`src/rtl/wfr_pkg.sv`:
```
// Package for the WebSocket frame receiver: result type, opcode and kind codes,
// and the reset value of the payload length cap. Depends on nothing.
package wfr_pkg;

    localparam int unsigned LEN_W = 25;

    localparam logic [LEN_W-1:0] MAX_LEN_RESET = 25'd16777216;

    localparam logic [3:0] OP_TEXT  = 4'h1;
    localparam logic [3:0] OP_CLOSE = 4'h8;
    localparam logic [3:0] OP_PING  = 4'h9;

    localparam logic [6:0] LEN7_EXT16 = 7'd126;
    localparam logic [6:0] LEN7_EXT64 = 7'd127;

    typedef enum logic [1:0] {
        KIND_TEXT  = 2'd0,
        KIND_PING  = 2'd1,
        KIND_CLOSE = 2'd2,
        KIND_ERROR = 2'd3
    } t_kind;

    typedef struct packed {
        logic [7:0] data_byte;
        logic       has_data;
        t_kind      kind;
        logic       last;
    } t_result;

endpackage

```
`src/rtl/websocket_frame_receiver_unit.sv`:
```
// Top level of the WebSocket frame receiver: input register, parser, result buffer
// and the payload length cap. Depends on wfr_pkg, wfr_parser and wfr_out_queue.
//
// Usage: the input channel carries one byte of an established session's frame
// stream per beat (i_in_rx_byte, plus i_in_session_start to restart the parser
// as at a new connection). Each beat yields zero or one result on the output
// channel: an unmasked text or ping payload byte, an empty-frame marker, a
// close-reply request, or a length error. The user must write the length cap
// through i_cfg_wr_en / i_cfg_wr_data while the block is idle; the block does not enforce it.
// Results are registered: the accepting edge loads the input register, and once
// the buffer has a free entry the beat passes through the parser into the buffer.
// The parser takes one beat per cycle while the buffer has a free entry.
// When the output is stalled, results collect in a two-entry buffer; once both
// entries hold results and a beat waits in the input register, o_in_stall rises
// and the input register holds its beat until the buffer drains. o_in_stall
// comes from registers only.
// Reset (synchronous, active low) clears the parser to wait for the first
// header byte, empties both the input register and the buffer, and sets the
// length cap to 16777216.
module websocket_frame_receiver_unit (
    input  logic                      i_clk,
    input  logic                      i_rst_n,
    input  logic                      i_cfg_wr_en,
    input  logic [wfr_pkg::LEN_W-1:0] i_cfg_wr_data,
    input  logic                      i_in_valid,
    output logic                      o_in_stall,
    input  logic [7:0]                i_in_rx_byte,
    input  logic                      i_in_session_start,
    output logic                      o_out_valid,
    input  logic                      i_out_stall,
    output logic [7:0]                o_out_data_byte,
    output logic                      o_out_has_data,
    output logic [1:0]                o_out_kind,
    output logic                      o_out_last
);

    logic [wfr_pkg::LEN_W-1:0] r_max_len;
    logic                      r_in_vld;
    logic [7:0]                r_in_byte;
    logic                      r_in_start;

    logic                      in_accept;
    logic                      advance;
    logic                      q_full;
    logic                      res_valid;
    wfr_pkg::t_result          res;
    wfr_pkg::t_result          out_res;

    // The parser moves a beat on whenever the buffer has a free entry, whether or
    // not that beat produces a result.
    assign advance    = r_in_vld && !q_full;
    assign o_in_stall = r_in_vld && q_full;
    assign in_accept  = i_in_valid && !o_in_stall;

    always_ff @(posedge i_clk) begin
        if (!i_rst_n) begin
            r_max_len <= wfr_pkg::MAX_LEN_RESET;
            r_in_vld  <= 1'b0;
        end else begin
            if (i_cfg_wr_en) begin
                r_max_len <= i_cfg_wr_data;
            end
            if (in_accept) begin
                r_in_vld <= 1'b1;
            end else if (advance) begin
                r_in_vld <= 1'b0;
            end
        end
        if (in_accept) begin
            r_in_byte  <= i_in_rx_byte;
            r_in_start <= i_in_session_start;
        end
    end

    wfr_parser u_parser (
        .i_clk           (i_clk),
        .i_rst_n         (i_rst_n),
        .i_advance       (advance),
        .i_rx_byte       (r_in_byte),
        .i_session_start (r_in_start),
        .i_max_len       (r_max_len),
        .o_res_valid     (res_valid),
        .o_res           (res)
    );

    wfr_out_queue u_out_queue (
        .i_clk      (i_clk),
        .i_rst_n    (i_rst_n),
        .i_push     (advance && res_valid),
        .i_push_res (res),
        .i_stall    (i_out_stall),
        .o_full     (q_full),
        .o_valid    (o_out_valid),
        .o_res      (out_res)
    );

    assign o_out_data_byte = out_res.data_byte;
    assign o_out_has_data  = out_res.has_data;
    assign o_out_kind      = out_res.kind;
    assign o_out_last      = out_res.last;

endmodule

```
`src/rtl/wfr_parser.sv`:
```
// Frame header decoder and payload unmasker; updates its state once per beat.
// Depends on wfr_pkg.
module wfr_parser (
    input  logic                       i_clk,
    input  logic                       i_rst_n,
    input  logic                       i_advance,
    input  logic [7:0]                 i_rx_byte,
    input  logic                       i_session_start,
    input  logic [wfr_pkg::LEN_W-1:0]  i_max_len,
    output logic                       o_res_valid,
    output wfr_pkg::t_result           o_res
);

    typedef enum logic [5:0] {
        PH_HDR0 = 6'b000001,
        PH_HDR1 = 6'b000010,
        PH_EXT  = 6'b000100,
        PH_MASK = 6'b001000,
        PH_DATA = 6'b010000,
        PH_DEAD = 6'b100000
    } t_phase;

    t_phase                    r_phase, n_phase;
    logic [3:0]                r_opcode, n_opcode;
    logic                      r_masked, n_masked;
    logic [2:0]                r_ext_left, n_ext_left;
    logic [wfr_pkg::LEN_W-1:0] r_acc, n_acc;
    logic                      r_acc_hi, n_acc_hi;
    logic [31:0]               r_key, n_key;
    logic [1:0]                r_mask_left, n_mask_left;
    logic [wfr_pkg::LEN_W-1:0] r_remain, n_remain;
    logic [1:0]                r_key_idx, n_key_idx;

    t_phase                    ph;
    logic [6:0]                len7;
    logic                      len_go, len_hi, len_masked;
    logic [wfr_pkg::LEN_W-1:0] len_val;
    logic                      begin_go;
    logic [wfr_pkg::LEN_W-1:0] begin_len;
    logic [wfr_pkg::LEN_W-1:0] acc_sh, remain_dec;
    logic [7:0]                key_byte;
    logic                      data_last;

    always_comb begin
        n_phase     = r_phase;
        n_opcode    = r_opcode;
        n_masked    = r_masked;
        n_ext_left  = r_ext_left;
        n_acc       = r_acc;
        n_acc_hi    = r_acc_hi;
        n_key       = r_key;
        n_mask_left = r_mask_left;
        n_remain    = r_remain;
        n_key_idx   = r_key_idx;
        o_res_valid = 1'b0;
        o_res       = '0;
        len_go      = 1'b0;
        len_hi      = 1'b0;
        len_masked  = 1'b0;
        len_val     = '0;
        begin_go    = 1'b0;
        begin_len   = '0;
        len7        = i_rx_byte[6:0];
        acc_sh      = {r_acc[wfr_pkg::LEN_W-9:0], i_rx_byte};
        remain_dec  = r_remain - wfr_pkg::LEN_W'(1);
        data_last   = (remain_dec == '0);
        key_byte    = 8'd0;
        ph          = i_session_start ? PH_HDR0 : r_phase;

        // A session start drops everything the parser holds before the beat is taken.
        if (i_session_start) begin
            n_opcode    = '0;
            n_masked    = 1'b0;
            n_ext_left  = '0;
            n_acc       = '0;
            n_acc_hi    = 1'b0;
            n_key       = '0;
            n_mask_left = '0;
            n_remain    = '0;
            n_key_idx   = '0;
        end

        case (ph)
            PH_DEAD: begin
            end
            PH_HDR1: begin
                n_masked = i_rx_byte[7];
                n_key    = '0;
                if (len7 == wfr_pkg::LEN7_EXT16 || len7 == wfr_pkg::LEN7_EXT64) begin
                    n_ext_left = (len7 == wfr_pkg::LEN7_EXT16) ? 3'd1 : 3'd7;
                    n_acc      = '0;
                    n_acc_hi   = 1'b0;
                    n_phase    = PH_EXT;
                end else begin
                    len_go     = 1'b1;
                    len_val    = wfr_pkg::LEN_W'(len7);
                    len_masked = i_rx_byte[7];
                end
            end
            PH_EXT: begin
                // Only the low bits are kept; anything shifted above them marks the
                // length as beyond any cap.
                n_acc    = acc_sh;
                n_acc_hi = r_acc_hi | (r_acc[wfr_pkg::LEN_W-1:wfr_pkg::LEN_W-8] != 8'd0);
                if (r_ext_left == 3'd0) begin
                    len_go     = 1'b1;
                    len_val    = acc_sh;
                    len_hi     = n_acc_hi;
                    len_masked = r_masked;
                end else begin
                    n_ext_left = r_ext_left - 3'd1;
                end
            end
            PH_MASK: begin
                n_key = {r_key[23:0], i_rx_byte};
                if (r_mask_left == 2'd0) begin
                    begin_go  = 1'b1;
                    begin_len = r_remain;
                end else begin
                    n_mask_left = r_mask_left - 2'd1;
                end
            end
            PH_DATA: begin
                case (r_key_idx)
                    2'd0:    key_byte = r_key[31:24];
                    2'd1:    key_byte = r_key[23:16];
                    2'd2:    key_byte = r_key[15:8];
                    default: key_byte = r_key[7:0];
                endcase
                n_key_idx = r_key_idx + 2'd1;
                n_remain  = remain_dec;
                if (data_last) begin
                    n_phase = PH_HDR0;
                end
                if (r_opcode == wfr_pkg::OP_TEXT || r_opcode == wfr_pkg::OP_PING) begin
                    o_res_valid     = 1'b1;
                    o_res.data_byte = i_rx_byte ^ key_byte;
                    o_res.has_data  = 1'b1;
                    o_res.kind      = (r_opcode == wfr_pkg::OP_TEXT) ? wfr_pkg::KIND_TEXT
                                                                      : wfr_pkg::KIND_PING;
                    o_res.last      = data_last;
                end else if (r_opcode == wfr_pkg::OP_CLOSE && data_last) begin
                    o_res_valid = 1'b1;
                    o_res.kind  = wfr_pkg::KIND_CLOSE;
                    o_res.last  = 1'b1;
                end
            end
            default: begin
                n_opcode = i_rx_byte[3:0];
                n_phase  = PH_HDR1;
            end
        endcase

        // The full length is known: check it against the cap, then go on to the key or
        // straight to the payload.
        if (len_go) begin
            if (len_hi || len_val > i_max_len) begin
                n_phase     = PH_DEAD;
                o_res_valid = 1'b1;
                o_res.kind  = wfr_pkg::KIND_ERROR;
                o_res.last  = 1'b1;
            end else begin
                n_remain = len_val;
                if (len_masked) begin
                    n_mask_left = 2'd3;
                    n_phase     = PH_MASK;
                end else begin
                    begin_go  = 1'b1;
                    begin_len = len_val;
                end
            end
        end

        // Header and key are complete. An empty text, ping or close frame ends here with a marker result.
        if (begin_go) begin
            n_key_idx = '0;
            if (begin_len != '0) begin
                n_phase = PH_DATA;
            end else begin
                n_phase = PH_HDR0;
                o_res.last = 1'b1;
                case (r_opcode)
                    wfr_pkg::OP_TEXT: begin
                        o_res_valid = 1'b1;
                        o_res.kind  = wfr_pkg::KIND_TEXT;
                    end
                    wfr_pkg::OP_PING: begin
                        o_res_valid = 1'b1;
                        o_res.kind  = wfr_pkg::KIND_PING;
                    end
                    wfr_pkg::OP_CLOSE: begin
                        o_res_valid = 1'b1;
                        o_res.kind  = wfr_pkg::KIND_CLOSE;
                    end
                    default: begin
                        o_res_valid = 1'b0;
                    end
                endcase
            end
        end
    end

    always_ff @(posedge i_clk) begin
        if (!i_rst_n) begin
            r_phase     <= PH_HDR0;
            r_opcode    <= '0;
            r_masked    <= 1'b0;
            r_ext_left  <= '0;
            r_acc       <= '0;
            r_acc_hi    <= 1'b0;
            r_key       <= '0;
            r_mask_left <= '0;
            r_remain    <= '0;
            r_key_idx   <= '0;
        end else if (i_advance) begin
            r_phase     <= n_phase;
            r_opcode    <= n_opcode;
            r_masked    <= n_masked;
            r_ext_left  <= n_ext_left;
            r_acc       <= n_acc;
            r_acc_hi    <= n_acc_hi;
            r_key       <= n_key;
            r_mask_left <= n_mask_left;
            r_remain    <= n_remain;
            r_key_idx   <= n_key_idx;
        end
    end

endmodule

```
`src/rtl/wfr_out_queue.sv`:
```
// Two-entry result buffer: a result register backed by a skid register.
// Depends on wfr_pkg.
module wfr_out_queue (
    input  logic             i_clk,
    input  logic             i_rst_n,
    input  logic             i_push,
    input  wfr_pkg::t_result i_push_res,
    input  logic             i_stall,
    output logic             o_full,
    output logic             o_valid,
    output wfr_pkg::t_result o_res
);

    logic             r_head_vld, n_head_vld;
    logic             r_skid_vld, n_skid_vld;
    wfr_pkg::t_result r_head, n_head;
    wfr_pkg::t_result r_skid, n_skid;
    logic             pop;

    assign pop     = r_head_vld && !i_stall;
    assign o_full  = r_skid_vld;
    assign o_valid = r_head_vld;
    assign o_res   = r_head;

    always_comb begin
        n_head_vld = r_head_vld;
        n_skid_vld = r_skid_vld;
        n_head     = r_head;
        n_skid     = r_skid;
        if (r_skid_vld) begin
            // Full: no push arrives; a pop moves the skid entry up.
            if (pop) begin
                n_head     = r_skid;
                n_skid_vld = 1'b0;
            end
        end else if (!r_head_vld || pop) begin
            n_head_vld = i_push;
            n_head     = i_push_res;
        end else if (i_push) begin
            n_skid_vld = 1'b1;
            n_skid     = i_push_res;
        end
    end

    always_ff @(posedge i_clk) begin
        if (!i_rst_n) begin
            r_head_vld <= 1'b0;
            r_skid_vld <= 1'b0;
        end else begin
            r_head_vld <= n_head_vld;
            r_skid_vld <= n_skid_vld;
        end
        r_head <= n_head;
        r_skid <= n_skid;
    end

endmodule

```
`config.mk`:
```
export PLATFORM = sky130hd
export DESIGN_NAME = websocket_frame_receiver_unit
export DESIGN_NICKNAME = d
export VERILOG_FILES = /design/src/rtl/wfr_pkg.sv /design/src/rtl/websocket_frame_receiver_unit.sv /design/src/rtl/wfr_parser.sv /design/src/rtl/wfr_out_queue.sv
export SDC_FILE = /design/constraint.sdc
export NUM_CORES = 1
export LEC_CHECK = 0
export BUFFER_PORTS_ARGS = -buffer_cell sky130_fd_sc_hd__buf_4
export CAP_MARGIN = 20
export CORE_ASPECT_RATIO = 1.4
export CORE_MARGIN = 3
export CORE_UTILIZATION = 60
export DETAILED_ROUTE_END_ITERATION = 7
export PLACE_DENSITY = 0.88
export SLEW_MARGIN = 20
export SYNTH_ARGS = -nofsm -noshare
export SYNTH_HDL_FRONTEND = slang
export SYNTH_SLANG_ARGS = --single-unit
export TNS_END_PERCENT = 1
```
`constraint.sdc`:
```
create_clock -name i_clk -period 13.2 [get_ports i_clk]
set_clock_uncertainty 0.2 [all_clocks]
set_input_delay 0.66 -clock i_clk [delete_from_list [all_inputs] [get_ports i_clk]]
set_output_delay 0.66 -clock i_clk [all_outputs]
set_load 0.05 [all_outputs]
```
# Word level (Yosys, flattened, before mapping)
# Cells that the tools add are included.
# Widths: inputs -> output; s select.
# word_totals
ff_bits	162
out_inout_bits	14
word_cells	171
# op_classes
n_addsub	4
magnitude_cmp	1
eq_ne	14
mux	89
bitwise_logic	4
n_reduce_logical	35
# ops
cell	count
$mux 25	12
$pmux 25 s2	2
$pmux 32 s2	1
$mux 12	4
$mux 6	7
$mux 32	1
$mux 1	30
$mux 3	10
$gt 25x25->1	1
$logic_not 25->1	1
$reduce_bool 25->1	1
$sub 25x1->25 const B	1
$pmux 8 s3	1
$mux 2	9
$pmux 6 s3	1
$eq 7x7->1 const B	2
$reduce_and 2->1	6
$mux 9	1
$eq 4x4->1 const B	2
$mux 4	2
$mux 8	1
$reduce_bool 8->1	1
$xor 8x8->8	1
$mux 7	1
29 further kinds	48

# Depth between registers and ports, before layout
# depth
ltp_word	15
mapped_depth	19

# Modules after synthesis
# Synthesis repeated with hierarchy kept, for this count alone.
# hier_totals
cells_unflattened	984
area_unflattened_um2	8843.5
# by_module_without_submodules
mod	n_inst	cells_each	area_each_um2	seq_area_each_um2
wfr_parser	1	840	6548.8	2021.9
websocket_frame_receiver_unit	1	95	1286.2	790.8
wfr_out_queue	1	49	1008.5	760.7

# Worst setup path before layout
# OpenSTA, ideal clock, no wires.
# synth_timing
path_kind	register -> register
startpoint	reg r_in_start
endpoint	reg u_out_queue.r_skid[0] in the netlist's numbering, enable pin
setup_time_ns	0.380
t_arrival_ns	4.524
required_time_ns	12.620
setup_slack_ns	8.096
stages_incl_launch_ff	16
period_less_slack_ns	5.104
cell_sequence	edfxtp_1 or3_1 nor2_1 a21boi_0 clkbuf_1 and2_1 ha_1 a21oi_1 o21ai_0 a2111oi_0 nor3b_1 nor4b_1 a21oi_1 o41a_4 o21a_4 nor2_1
# synth_via
elab_chain_cells	12
word_cells_on_any_way	27
cone_classes	order compare (1); eq/ne (4); mux (18); reduce/logical (4)
# synth_rtl
element	line	source
start: declaration	websocket_frame_receiver_unit.sv:40	logic r_in_start;
start signal: assignment	websocket_frame_receiver_unit.sv:71	r_in_start <= i_in_session_start;
$mux 6 (*)	wfr_parser.sv:68	ph = i_session_start ? PH_HDR0 : r_phase;
$eq 6x3->1 or $eq 6x2->1 (tied branches)	wfr_parser.sv:83	case (ph)
$pmux 25 s2	wfr_parser.sv:83	
$gt 25x25->1	wfr_parser.sv:157	if (len_hi || len_val > i_max_len) begin
$logic_or 1x1->1	wfr_parser.sv:157	
$mux 25	wfr_parser.sv:157	
$mux 25	wfr_parser.sv:156	if (len_go) begin
$reduce_bool 25->1	wfr_parser.sv:177	if (begin_len != '0) begin
$mux 1	wfr_parser.sv:177	
$mux 1 (*)	wfr_parser.sv:175	if (begin_go) begin
$logic_and 1x1->1 (*)	websocket_frame_receiver_unit.sv:89	.i_push (advance && res_valid),
$reduce_and 3->1 (no source line) (*)	-	
end signal: assignment	wfr_out_queue.sv:54	r_skid <= n_skid;
end: declaration	wfr_out_queue.sv:17	wfr_pkg::t_result r_skid, n_skid;
# Every way passes the cells marked *; elsewhere a longest branch is shown, timed or not.
# A chain may end at the register's enable or synchronous reset.

# Final worst setup path
# layout_timing
startpoint	reg r_in_start
endpoint	reg u_out_queue.r_skid[1] in the netlist's numbering, enable pin
# The elaborated chain is that of the path after synthesis.

==> qor.csv <==
stage,metric,value,unit
die,start_util,62.5,%
die,core,14200,um^2
route,vias_per_cell,6.45,
setup_path,worst_ep_required_time,13.06,ns
setup_path,r2r_cells,15,
die,die_h,150,um
sta,holdWs,0.203,ns
synth,synth_cells,985,
setup_path,crit_chain,or3_1 > nor2_1 > a21boi_0 > buf_4 > and2_1 > ha_1 > a211oi_1 > nor2_1 > a2111oi_0 > nor3b_1 > nor4b_1 > a21oi_1 > o41a_4 > o21a_4 > nor2_1,
final_layout,n_antenna_cell,0,
min_path,hold_path.class,input port to flop,
synth,ys_seq_elements,162,
sta,worst_slew_pin_slew,1.06,ns
power_and_ir_drop,power.density,112,nW/um^2
synth,yosys-top-cells-area,"dfxtp_1 29%, edfxtp_1 11%, nor2b_1 7.0%",
sta,rsz0062_at_grt,no,
setup_path,cp.depth,15,
grt,grt-ovfl-total,0,
grt,grt_usage,29.3,%
die,dieArea,16300,um^2
setup_path,cp_top_family,simple AND/OR/NAND/NOR gates,
setup_path,max_stage_delay,0.73,ns
sta,final_hold_viol_count,0,
final_layout,multi_input_area,4880,um^2
clocking,clkTransAtPathRegs,0.06,ns
clocking,ctsLongestPathBuffers,2,
final_layout,drive_gt1_share,12.7,%
grt,grt_max_degree,132,
synth,synth-async-reset-ratio,0,%
setup_path,crit_path_frequent_cell,nor2_1,
die,rows,51,
clocking,cts_root_buf,clkbuf_16,
place,place_congestion,0.913,
clocking,cts_made_buffers,17,
flow_run,cap_violations,0,
synth,synth-edff-count,33,
setup_path,crit_start,r_in_start$_DFFE_PP_,
setup_path,r2r-start,r_in_start$_DFFE_PP_,
place,dp_cells,1154,
clocking,cts_resized,0,
synth,synth_area_per_cell,8.99,um^2
setup_path,worstSetupPathType,flop to flop,
setup_path,path_max_fanout,14,
sta,finalSetupViolCount,0,
route,vias,7649,
setup_path,slowest_stage,nor2_1,
die,io_pins,53,
clocking,cts_tree,built,
grt,grt_pass1_vias,7385,
place,port_buffers,52,
route,drc,0,
grt,antenna_found_initial,0,
power_and_ir_drop,p_total,1.10,mW
route,antenna_left,0,
power_and_ir_drop,p_leak,3.69,nW
setup_path,end_kind,flop,
final_layout,nFillCells,1082,
setup_path,crit_buf_inv,1,
final_layout,fin_cells,1186,
setup_path,cp.arrival,5.69,ns
final_layout,post-route-util,69.5,%
clocking,hold_buffers,0,
clocking,post_cts_buffers,0,
place,hpwl,15.1,mm
sta,fin_crit_sh,44.2,%
min_path,holdPathStages,1,
final_layout,fin_area,9840,um^2
synth,yosys.area.top_type,dfxtp_1,
synth,synth_top_area_share,29.1,%
place,pre_cts_ws,7.47,ns
clocking,htreeDepth,4,
clocking,clock_latency,0.43,ns
grt,grt_pass1_wl,37.4,mm
route,firstDrtPassIters,8,
final_layout,seqCellArea,3570,um^2
sta,tns,0,ns
synth,yosys_warnings,0,
route,drtIter0Drc,710,
sta,fin_ws,7.36,ns
synth,synth-main-ff-cell,dfxtp_1,
sta,timing.fmax,0.171,GHz
final_layout,area_growth,11.1,%
final_layout,nNetsFinal,1060,
route,routed_wl,23.0,mm
setup_path,cp-start-kind,flop,
status,status,finished clean,
die,die_w,109,um
sta,finalMaxSlewViolations,0,
sta,maxSlewHeadroom,29.5,%
place,placed_cell_area,9270,um^2
power_and_ir_drop,vdd_drop_max,0.121,mV
clocking,cts.sinks,162,
min_path,holdCritStartpoint,i_in_rx_byte[7],
synth,synth_area,8860,um^2
synth,ys_seq_area_share,40.3,%
synth,netlist-cell-type-count,69,
synth,synth_fp_nets,1057,
sta,post-route-min-period,5.84,ns
route,wl_per_cell,19.4,um
area by class of cell:
type | count | share of cell area [%]
flip-flops and latches | 162 | 36.3
multi-input cells | 709 | 49.6
clock buffers | 23 | 5.01
clock inverters | 9 | 0.699
well taps | 185 | 2.35
inverters | 37 | 1.41
repair buffers | 61 | 4.65
kinds of logic after synthesis:
kind of cell               synth area share [%]
adders and majority gates                  4.66
AOI/OAI and AO/OA                          20.8
muxes                                      4.67
DFF                                        40.3
xor gates and xnor gates                   1.38
buffers and inverters                      5.00
and+or+nand+nor                            23.2
placed cells by master, fill, tap and decap left out, types with 4 or more instances in the layout:
cell,n
o211ai_1,18
a31oi_1,4
o21a_1,4
and2_1,44
nor2b_1,98
nand3b_1,5
or3_1,8
a32oi_1,4
nor3b_1,10
mux2_2,10
nand4_1,12
nor3_1,19
o31ai_1,9
o21ai_0,60
clkbuf_16,18
or4_1,6
nand3_1,8
a22oi_1,60
xnor2_1,4
buf_4,61
ha_1,33
a221oi_1,13
dfxtp_1,129
xor2_1,10
edfxtp_1,33
nor2_1,48
nand2b_1,8
nand2_1,55
mux2i_1,28
a21o_1,6
a21oi_1,39
a222oi_1,8
nor4_1,13
inv_1,37
a21boi_0,12
worst paths after layout:
check | slack [ns] | end
max | 7.36 | u_out_queue.r_skid[1]$_DFFE_PP_
min | 0.20 | r_in_byte[7]$_DFFE_PP_
max reg2reg | 7.36 | u_out_queue.r_skid[1]$_DFFE_PP_
min reg2reg | 0.29 | u_parser.r_ext_left[0]$_SDFFE_PN0P_
cell usage after synthesis, types with 5 or more instances:
library cell and count:
a21boi_0 12, a21o_1 6, a21oi_1 39, a221oi_1 13, a222oi_1 8, a22oi_1 60, and2_1 44, clkbuf_1 70
dfxtp_1 129, edfxtp_1 33, ha_1 33, inv_1 37, mux2_2 10, mux2i_1 29, nand2_1 56, nand2b_1 8
nand3_1 8, nand3b_1 5, nand4_1 12, nor2_1 50, nor2b_1 99, nor3_1 19, nor3b_1 11, nor4_1 13
o211ai_1 18, o21ai_0 60, o31ai_1 11, or3_1 8, or4_1 6, xor2_1 10
state kept, by name, indices dropped and copies added (netlist names), 6 cells and up:
register            flops
u_parser.r_remain      25
r_max_len              25
r_in_byte               8
u_parser.r_key         32
u_parser.r_acc         25
u_out_queue.o_res      12
u_parser.r_phase        6
u_out_queue.r_skid     12
metal layers:
| layer | share of wire, % | up-vias | global-route usage, % |
|---|---|---|---|
| met1 | 38 | 3628 | 34.8 |
| li1 | - | 3587 | - |
| met3 | 6.4 | 101 | 5.18 |
| met2 | 49 | 333 | 47.4 |
| met4 | 6.6 | 0 | 20.5 |
| met5 | 0 | - | 0 |
power by group:
group	switching, mW	leakage [nW]	internal, mW	total [mW]
Sequential	0.0189	1.42	0.515	0.534
Combinational	0.0530	1.98	0.0418	0.0948
Clock	0.204	0.281	0.266	0.470
Note: power is estimated with default switching activity, not from simulation.
